File: src/hw/rtl/rrb_pkg.sv
// Shared types and codes for the request retry/backoff handshake block.
// Used by the channel interfaces and the top level; no dependencies.
package rrb_pkg;

  localparam int unsigned ACTION_W = 3;
  localparam int unsigned TIME_W   = 32;
  localparam int unsigned SUM_W    = 33;
  localparam int unsigned SPAN_W   = 20;
  localparam int unsigned COUNT_W  = 8;
  localparam int unsigned PHASE_W  = 3;
  localparam int unsigned REASON_W = 3;
  localparam int unsigned CFG_IDX_W  = 2;
  localparam int unsigned CFG_DATA_W = 20;

  // Action codes
  localparam logic [ACTION_W-1:0] ACT_RESET    = 3'd0;
  localparam logic [ACTION_W-1:0] ACT_QUERY    = 3'd1;
  localparam logic [ACTION_W-1:0] ACT_ISSUED   = 3'd2;
  localparam logic [ACTION_W-1:0] ACT_PENDING  = 3'd3;
  localparam logic [ACTION_W-1:0] ACT_SUCCESS  = 3'd4;
  localparam logic [ACTION_W-1:0] ACT_REFUSED  = 3'd5;
  localparam logic [ACTION_W-1:0] ACT_CLOSE    = 3'd6;
  localparam logic [ACTION_W-1:0] ACT_EXPQUERY = 3'd7;

  // Phase codes
  localparam logic [PHASE_W-1:0] PH_IDLE     = 3'd0;
  localparam logic [PHASE_W-1:0] PH_ISSUED   = 3'd1;
  localparam logic [PHASE_W-1:0] PH_WAITING  = 3'd2;
  localparam logic [PHASE_W-1:0] PH_SUCCESS  = 3'd3;
  localparam logic [PHASE_W-1:0] PH_REFUSED  = 3'd4;
  localparam logic [PHASE_W-1:0] PH_TIMEDOUT = 3'd5;
  localparam logic [PHASE_W-1:0] PH_BACKOFF  = 3'd6;

  // Deny reason codes
  localparam logic [REASON_W-1:0] RSN_ALLOWED  = 3'd0;
  localparam logic [REASON_W-1:0] RSN_IN_GAP   = 3'd1;
  localparam logic [REASON_W-1:0] RSN_UNCLOSED = 3'd2;
  localparam logic [REASON_W-1:0] RSN_RESTING  = 3'd3;
  localparam logic [REASON_W-1:0] RSN_SPENT    = 3'd4;
  localparam logic [REASON_W-1:0] RSN_REFUSED  = 3'd5;

  // Configuration register indexes
  localparam logic [CFG_IDX_W-1:0] REG_MIN_GAP      = 2'd0;
  localparam logic [CFG_IDX_W-1:0] REG_DEADLINE     = 2'd1;
  localparam logic [CFG_IDX_W-1:0] REG_BACKOFF      = 2'd2;
  localparam logic [CFG_IDX_W-1:0] REG_MAX_ATTEMPTS = 2'd3;

  // Reset values of the configuration registers
  localparam logic [SPAN_W-1:0]  MIN_GAP_RST      = 20'd1000;
  localparam logic [SPAN_W-1:0]  DEADLINE_RST     = 20'd1000;
  localparam logic [SPAN_W-1:0]  BACKOFF_RST      = 20'd2000;
  localparam logic [COUNT_W-1:0] MAX_ATTEMPTS_RST = 8'd3;

  typedef struct packed {
    logic [PHASE_W-1:0]  phase;
    logic                may_issue;
    logic [REASON_W-1:0] deny_reason;
    logic                is_expired;
    logic [COUNT_W-1:0]  attempt_count;
  } result_t;

endpackage

File: src/hw/rtl/rrb_if.sv
// Valid/ready channel interfaces for the request retry/backoff block.
// Depends on rrb_pkg for field widths.
interface rrb_in_if;
  logic                             valid;
  logic                             ready;
  logic [rrb_pkg::ACTION_W-1:0]     action;
  logic [rrb_pkg::TIME_W-1:0]       now_ms;

  modport source (output valid, output action, output now_ms, input ready);
  modport sink   (input valid, input action, input now_ms, output ready);
endinterface

interface rrb_out_if;
  logic                             valid;
  logic                             ready;
  logic [rrb_pkg::PHASE_W-1:0]      phase;
  logic                             may_issue;
  logic [rrb_pkg::REASON_W-1:0]     deny_reason;
  logic                             is_expired;
  logic [rrb_pkg::COUNT_W-1:0]      attempt_count;

  modport source (output valid, output phase, output may_issue, output deny_reason,
                  output is_expired, output attempt_count, input ready);
  modport sink   (input valid, input phase, input may_issue, input deny_reason,
                  input is_expired, input attempt_count, output ready);
endinterface

File: src/hw/rtl/request_retry_backoff_handshake.sv
// Top level of the request retry/backoff handshake issuer.
// Depends on rrb_pkg and the channel interfaces in rrb_if.sv.
//
//   channel  dir  payload                                             handshake
//   req      in   action, now_ms                                      valid/ready
//   rsp      out  phase, may_issue, deny_reason, is_expired, count    valid/ready
//   wr_*     in   wr_index, wr_data                                   wr_en only
//
// One event per cycle while rsp is not stalled: each event is evaluated in a
// single pass from the state registers (four 33-bit adds and compares) into a
// result register, and rsp.valid rises in the cycle after the event is accepted.
// req.ready is high whenever the result register is empty or being drained,
// so a stalled rsp holds the result and blocks only further events.
// rst is synchronous: it clears the state, the result valid and loads the
// register defaults.
module request_retry_backoff_handshake (
  input  logic                              clk,
  input  logic                              rst,
  input  logic                              wr_en,
  input  logic [rrb_pkg::CFG_IDX_W-1:0]     wr_index,
  input  logic [rrb_pkg::CFG_DATA_W-1:0]    wr_data,
  rrb_in_if.sink                            req,
  rrb_out_if.source                         rsp
);

  // Configuration
  logic [rrb_pkg::SPAN_W-1:0]  min_gap_ms;
  logic [rrb_pkg::SPAN_W-1:0]  deadline_ms;
  logic [rrb_pkg::SPAN_W-1:0]  backoff_ms;
  logic [rrb_pkg::COUNT_W-1:0] max_attempts;

  // Block state
  logic [rrb_pkg::PHASE_W-1:0] phase_reg, phase_reg_next;
  logic [rrb_pkg::TIME_W-1:0]  issue_time, issue_time_next;
  logic [rrb_pkg::SUM_W-1:0]   ready_time, ready_time_next;
  logic [rrb_pkg::COUNT_W-1:0] attempts_used, attempts_used_next;

  // Result register
  rrb_pkg::result_t            result, result_next;
  logic                        result_valid;

  logic                        accept;
  logic [rrb_pkg::SUM_W-1:0]   now_ext;
  logic [rrb_pkg::SUM_W-1:0]   rest_end;
  logic [rrb_pkg::SUM_W-1:0]   old_deadline;
  logic [rrb_pkg::SUM_W-1:0]   new_deadline;
  logic [rrb_pkg::SUM_W-1:0]   new_gap_end;
  logic                        old_expired;
  logic                        new_outstanding;
  logic                        new_expired;
  logic [rrb_pkg::REASON_W-1:0] reason;

  assign req.ready = !result_valid || rsp.ready;
  assign accept    = req.valid && req.ready;

  assign now_ext      = {1'b0, req.now_ms};
  assign rest_end     = now_ext + {{(rrb_pkg::SUM_W-rrb_pkg::SPAN_W){1'b0}}, backoff_ms};
  assign old_deadline = {1'b0, issue_time}
                      + {{(rrb_pkg::SUM_W-rrb_pkg::SPAN_W){1'b0}}, deadline_ms};
  assign old_expired  = (phase_reg == rrb_pkg::PH_ISSUED || phase_reg == rrb_pkg::PH_WAITING)
                        && (now_ext >= old_deadline);

  // Apply the action to the state
  always_comb begin
    phase_reg_next     = phase_reg;
    issue_time_next    = issue_time;
    ready_time_next    = ready_time;
    attempts_used_next = attempts_used;
    unique case (req.action)
      rrb_pkg::ACT_RESET: begin
        phase_reg_next     = rrb_pkg::PH_IDLE;
        issue_time_next    = '0;
        ready_time_next    = '0;
        attempts_used_next = '0;
      end
      rrb_pkg::ACT_ISSUED: begin
        issue_time_next = req.now_ms;
        phase_reg_next  = rrb_pkg::PH_ISSUED;
        if (attempts_used != {rrb_pkg::COUNT_W{1'b1}}) begin
          attempts_used_next = attempts_used + 1'b1;
        end
      end
      rrb_pkg::ACT_PENDING: begin
        if (phase_reg == rrb_pkg::PH_ISSUED) begin
          phase_reg_next = rrb_pkg::PH_WAITING;
        end
      end
      rrb_pkg::ACT_SUCCESS: begin
        phase_reg_next = rrb_pkg::PH_SUCCESS;
      end
      rrb_pkg::ACT_REFUSED: begin
        phase_reg_next  = rrb_pkg::PH_REFUSED;
        ready_time_next = rest_end;
      end
      rrb_pkg::ACT_CLOSE: begin
        if (old_expired) begin
          phase_reg_next  = rrb_pkg::PH_BACKOFF;
          ready_time_next = rest_end;
        end
      end
      rrb_pkg::ACT_QUERY, rrb_pkg::ACT_EXPQUERY: begin
      end
      default: begin
      end
    endcase
  end

  // Evaluate the issue check against the updated state
  assign new_outstanding = (phase_reg_next == rrb_pkg::PH_ISSUED)
                           || (phase_reg_next == rrb_pkg::PH_WAITING);
  assign new_deadline = {1'b0, issue_time_next}
                      + {{(rrb_pkg::SUM_W-rrb_pkg::SPAN_W){1'b0}}, deadline_ms};
  assign new_gap_end  = {1'b0, issue_time_next}
                      + {{(rrb_pkg::SUM_W-rrb_pkg::SPAN_W){1'b0}}, min_gap_ms};
  assign new_expired  = new_outstanding && (now_ext >= new_deadline);

  always_comb begin
    priority if (new_outstanding) begin
      reason = (now_ext < new_gap_end) ? rrb_pkg::RSN_IN_GAP : rrb_pkg::RSN_UNCLOSED;
    end else if (phase_reg_next == rrb_pkg::PH_BACKOFF && now_ext < ready_time_next) begin
      reason = rrb_pkg::RSN_RESTING;
    end else if (attempts_used_next >= max_attempts) begin
      reason = rrb_pkg::RSN_SPENT;
    end else if (phase_reg_next == rrb_pkg::PH_REFUSED) begin
      reason = rrb_pkg::RSN_REFUSED;
    end else begin
      reason = rrb_pkg::RSN_ALLOWED;
    end
  end

  always_comb begin
    result_next.phase         = phase_reg_next;
    result_next.may_issue     = (reason == rrb_pkg::RSN_ALLOWED);
    result_next.deny_reason   = reason;
    result_next.is_expired    = new_expired;
    result_next.attempt_count = attempts_used_next;
  end

  always_ff @(posedge clk) begin
    if (rst) begin
      min_gap_ms   <= rrb_pkg::MIN_GAP_RST;
      deadline_ms  <= rrb_pkg::DEADLINE_RST;
      backoff_ms   <= rrb_pkg::BACKOFF_RST;
      max_attempts <= rrb_pkg::MAX_ATTEMPTS_RST;
    end else if (wr_en) begin
      unique case (wr_index)
        rrb_pkg::REG_MIN_GAP:      min_gap_ms   <= wr_data[rrb_pkg::SPAN_W-1:0];
        rrb_pkg::REG_DEADLINE:     deadline_ms  <= wr_data[rrb_pkg::SPAN_W-1:0];
        rrb_pkg::REG_BACKOFF:      backoff_ms   <= wr_data[rrb_pkg::SPAN_W-1:0];
        rrb_pkg::REG_MAX_ATTEMPTS: max_attempts <= wr_data[rrb_pkg::COUNT_W-1:0];
        default: begin
        end
      endcase
    end
  end

  always_ff @(posedge clk) begin
    if (rst) begin
      phase_reg     <= rrb_pkg::PH_IDLE;
      issue_time    <= '0;
      ready_time    <= '0;
      attempts_used <= '0;
    end else if (accept) begin
      phase_reg     <= phase_reg_next;
      issue_time    <= issue_time_next;
      ready_time    <= ready_time_next;
      attempts_used <= attempts_used_next;
    end
  end

  // Hold the result until the sink takes it
  always_ff @(posedge clk) begin
    if (rst) begin
      result_valid <= 1'b0;
    end else if (accept) begin
      result_valid <= 1'b1;
    end else if (rsp.ready) begin
      result_valid <= 1'b0;
    end
  end

  always_ff @(posedge clk) begin
    if (accept) begin
      result <= result_next;
    end
  end

  assign rsp.valid         = result_valid;
  assign rsp.phase         = result.phase;
  assign rsp.may_issue     = result.may_issue;
  assign rsp.deny_reason   = result.deny_reason;
  assign rsp.is_expired    = result.is_expired;
  assign rsp.attempt_count = result.attempt_count;

endmodule
File: src/flat_wrapper.sv
// flat-port wrapper written by rule: the top's interface ports become plain ports
module request_retry_backoff_handshake_flat 
  (clk, rst, wr_en, wr_index, wr_data, req_valid, req_action, req_now_ms, req_ready, rsp_valid, rsp_phase, rsp_may_issue, rsp_deny_reason, rsp_is_expired, rsp_attempt_count, rsp_ready);
  rrb_in_if req_i ();
  rrb_out_if rsp_i ();
  input  logic clk;
  input  logic rst;
  input  logic wr_en;
  input  logic [rrb_pkg::CFG_IDX_W-1:0] wr_index;
  input  logic [rrb_pkg::CFG_DATA_W-1:0] wr_data;
  input wire logic [$bits(req_i.valid)-1:0] req_valid;
  input wire logic [$bits(req_i.action)-1:0] req_action;
  input wire logic [$bits(req_i.now_ms)-1:0] req_now_ms;
  output wire logic [$bits(req_i.ready)-1:0] req_ready;
  output wire logic [$bits(rsp_i.valid)-1:0] rsp_valid;
  output wire logic [$bits(rsp_i.phase)-1:0] rsp_phase;
  output wire logic [$bits(rsp_i.may_issue)-1:0] rsp_may_issue;
  output wire logic [$bits(rsp_i.deny_reason)-1:0] rsp_deny_reason;
  output wire logic [$bits(rsp_i.is_expired)-1:0] rsp_is_expired;
  output wire logic [$bits(rsp_i.attempt_count)-1:0] rsp_attempt_count;
  input wire logic [$bits(rsp_i.ready)-1:0] rsp_ready;
  assign req_i.valid = req_valid;
  assign req_i.action = req_action;
  assign req_i.now_ms = req_now_ms;
  assign req_ready = req_i.ready;
  assign rsp_valid = rsp_i.valid;
  assign rsp_phase = rsp_i.phase;
  assign rsp_may_issue = rsp_i.may_issue;
  assign rsp_deny_reason = rsp_i.deny_reason;
  assign rsp_is_expired = rsp_i.is_expired;
  assign rsp_attempt_count = rsp_i.attempt_count;
  assign rsp_i.ready = rsp_ready;
  request_retry_backoff_handshake u_core (.clk(clk), .rst(rst), .wr_en(wr_en), .wr_index(wr_index), .wr_data(wr_data), .req(req_i), .rsp(rsp_i));
endmodule
File: config.mk
export PLATFORM = sky130hd
export DESIGN_NAME = request_retry_backoff_handshake_flat
export DESIGN_NICKNAME = d
export VERILOG_FILES = /design/src/hw/rtl/rrb_pkg.sv /design/src/hw/rtl/rrb_if.sv /design/src/hw/rtl/request_retry_backoff_handshake.sv /design/src/flat_wrapper.sv
export SDC_FILE = /design/constraint.sdc
export NUM_CORES = 1
export LEC_CHECK = 0
export BUFFER_PORTS_ARGS = -buffer_cell sky130_fd_sc_hd__clkbuf_2
export CAP_MARGIN = 5
export CORE_MARGIN = 2
export CORE_UTILIZATION = 55
export CTS_BUF_LIST = sky130_fd_sc_hd__clkbuf_4 sky130_fd_sc_hd__clkbuf_8
export DETAILED_ROUTE_END_ITERATION = 8
export PLACE_DENSITY = 0.73
export SLEW_MARGIN = 20
export SYNTH_ARGS = -nofsm -noshare
export SYNTH_HDL_FRONTEND = slang
export SYNTH_SLANG_ARGS = --single-unit
File: constraint.sdc
create_clock -name clk -period 15.6 [get_ports clk]
set_input_delay 1.56 -clock clk [delete_from_list [all_inputs] [get_ports clk]]
set_output_delay 1.56 -clock clk [all_outputs]
set_load 0.01 [all_outputs]
==> results.cfg <==
[global_routing]
grt_pass1_wl_um = 66500
grt_pass1_vias = 13030
antenna_found_initial = 0
grt_max_degree = 95
track_usage = 0.3106
grt_overflow = 0

[detailed_routing]
num_vias = 13850
route.antenna.remaining_nets = 0
drt_iter0_drc = 1192
drt-pass1-iter-count = 6
post_drt_wl_per_cell_um = 18.66
routed_wirelength_um = 41720
via_per_inst = 6.196
drcViolationCount = 0

[power]
vdd_drop_max_uv = 50.08
p_leak_nw = 6.600
powerDensity_nw_per_um2 = 72.24

[setup_path]
critPathKind = flop to flop
cpMostUsedCell = ha_1
crit_path_end_kind = flop
r2r_slack_ns = 7.13
reg2reg_depth = 33
cp.arrival_ns = 8.69
path_max_fanout = 59
critPathCapture = u_core.rsp.may_issue
slowest_delay_ns = 0.64
worstPathRequired_ns = 15.81
critPathSlowestCell = o31ai_2
worstReg2RegStart = u_core.issue_time[0]
reg2reg_to = u_core.rsp.may_issue
critPathLaunch = u_core.issue_time[0]
cp-start-kind = flop

[logic_synthesis]
ys_warn_count = 0
netlist_top_cells_count = nand2_1, ha_1, a21oi_1
yosys.area.top_type = dfxtp_1
yosys.cell_count.top_type = nand2_1
synth.cell_area_um2 = 14170
synth_top_cell_area_share = 0.2048
yosysSeqAreaShare = 0.2387
async_reset_ff_frac = 0
yosys_most_used_dff = dfxtp_1
synth_area_leaders = dfxtp_1, ha_1, nand2_1
yosysUniqueCellTypes = 79
synthesis.nets = 2135
yosys_register_bits = 161
avgSynthCellArea_um2 = 7.645
synth_cells = 1854
synth-edff-count = 16

[cells_and_area]
largest_reg_flops = 33
reg.largest.list = u_core.ready_time x33, u_core.issue_time x32
largest_register = u_core.ready_time
finish.utilization = 0.6025
fin_nets = 2172
synthToLayoutAreaGrowth_pct = 7.353
multiInputGateArea_um2 = 10360
drive_above_1_share = 0.08036
seq_area_um2 = 3383
fillCellCount = 2358

[timing]
drv_slew = 0
finalCriticalPeriod_ns = 8.474
rsz0062_at_grt = no
timing.fmax_mhz = 118.0
finalSetupViolCount = 0
fin_worst_skew_ns = 0.02469
finalHoldViolations = 0
fin_tns_setup_ns = 0
worst_slew_pin_slew_ns = 1.049
fin_crit_sh = 0.5432
timing.hold.ws_ns = 0.4646
slew_headroom = 0.3006

[clocking]
cts.clk_slew.worst_paths_ns = 0.11
cts_buffer_depth = 2
post_cts_buffers = 0
cts-root-buf = clkbuf_8
ctsHtreeMaxLevel = 4
cts.sinks = 161
cts_tree = done
holdBufCountCts = 0
cts_resized = 0
clkLatencyLatePin_ns = 0.48
cts_made_buffers = 17

[die]
core_area_um2 = 25250
initial_utilization = 0.5612
die_h_um = 164.5
num_rows = 58
die_x_um = 164.5
die_area_um2 = 27070
num_io_pins = 80

[outcome]
status = completed

[placement]
gp_congestion = 0.9258
portBuffers = 79
hpwlAfterDp_um = 31400

[flow_run]
maxCapViolCount = 0

[hold_path]
min_path_type = flop to flop
## layout make-up
class                      count  share of cell area
timing repair buffer          91             0.03207
clock inverter                15             0.01217
sequential                   161              0.2224
antenna                        1           0.0001645
tap                          330             0.02714
clock buffer                  17             0.01538
inverter                      39            0.009703
multi-input combinational   1581              0.6810
## worst min-delay path by stage
| stage | start | end | slack (ns) | cells past startpoint |
|---|---|---|---|---|
| 2_1_floorplan | u_core.ready_time[23] | u_core.ready_time[23] | 0.42 | 2 |
| 3_3_place_gp | u_core.ready_time[23] | u_core.ready_time[23] | 0.43 | 2 |
| 3_5_place_dp | u_core.ready_time[29] | u_core.ready_time[29] | 0.45 | 2 |
| 4_1_cts | u_core.max_attempts[4] | u_core.max_attempts[4] | 0.46 | 2 |
| 5_1_grt | u_core.backoff_ms[11] | u_core.backoff_ms[11] | 0.48 | 2 |
| 6_report | u_core.max_attempts[4] | u_core.max_attempts[4] | 0.46 | 2 |
## worst max-delay path: cells and delay by family, from the launching register on
kind	cells	cell delay [ns]
AOI/OAI and AO/OA	16	4.29
xor gates and xnor gates	1	0.13
adders and majority gates	4	1.26
buffers and inverters	1	0.33
DFF	1	0.34
and+or+nand+nor	11	1.81
## cell usage in the layout, fill, tap and decap left out, types with 37 or more instances in the layout
| cell | netlist | layout |
|---|---|---|
| a211oi_1 | 44 | 44 |
| a21o_1 | 46 | 46 |
| a21oi_1 | 176 | 176 |
| clkbuf_2 | 1 | 78 |
| dfxtp_1 | 145 | 145 |
| ha_1 | 215 | 215 |
| inv_1 | 38 | 37 |
| nand2_1 | 334 | 334 |
| nand3_1 | 77 | 77 |
| nor2_1 | 149 | 149 |
| o21ai_0 | 88 | 88 |
| xnor2_1 | 54 | 54 |
| xor2_1 | 52 | 52 |
## routing by layer
layer | GRT usage | part of all wire
met1 | 0.4105 | 0.44
met2 | 0.5183 | 0.46
met3 | 0.04571 | 0.072
met4 | 0.1071 | 0.028
met5 | 0 | 0
## per-stage QoR
| step | power, mW | area [um2] | std cells | setup slack (ns) |
|---|---|---|---|---|
| final | 1.099 | 15220 | 2235 | 7.126 |
| after global routing | 1.157 | 15210 | 2234 | 6.503 |
| after CTS | 1.099 | 15210 | 2234 | 7.243 |
| after detailed placement | 0.7704 | 14790 | 2202 | 7.303 |
| after global placement | 0.7615 | 14790 | 2202 | 7.522 |
| after floorplan | 0.6759 | 14170 | 1854 | 8.445 |
## cell families after synthesis
| logic type | Yosys count | synth area share |
|---|---|---|
| simple gates | 749 | 0.2410 |
| compound gates | 502 | 0.2247 |
| fa+ha+maj | 219 | 0.1954 |
| flops | 161 | 0.2387 |
| buf+inv | 112 | 0.03116 |
| xor+xnor | 106 | 0.06550 |
| mux | 5 | 0.003531 |
## report_power, final
| part | internal [mW] | total (mW) | switching (mW) |
|---|---|---|---|
| registers | 0.439 | 0.454 | 0.0154 |
| logic | 0.120 | 0.313 | 0.193 |
| clock network | 0.124 | 0.332 | 0.208 |
| total | 0.683 | 1.10 | 0.416 |
(Power assumes the default switching activity.)
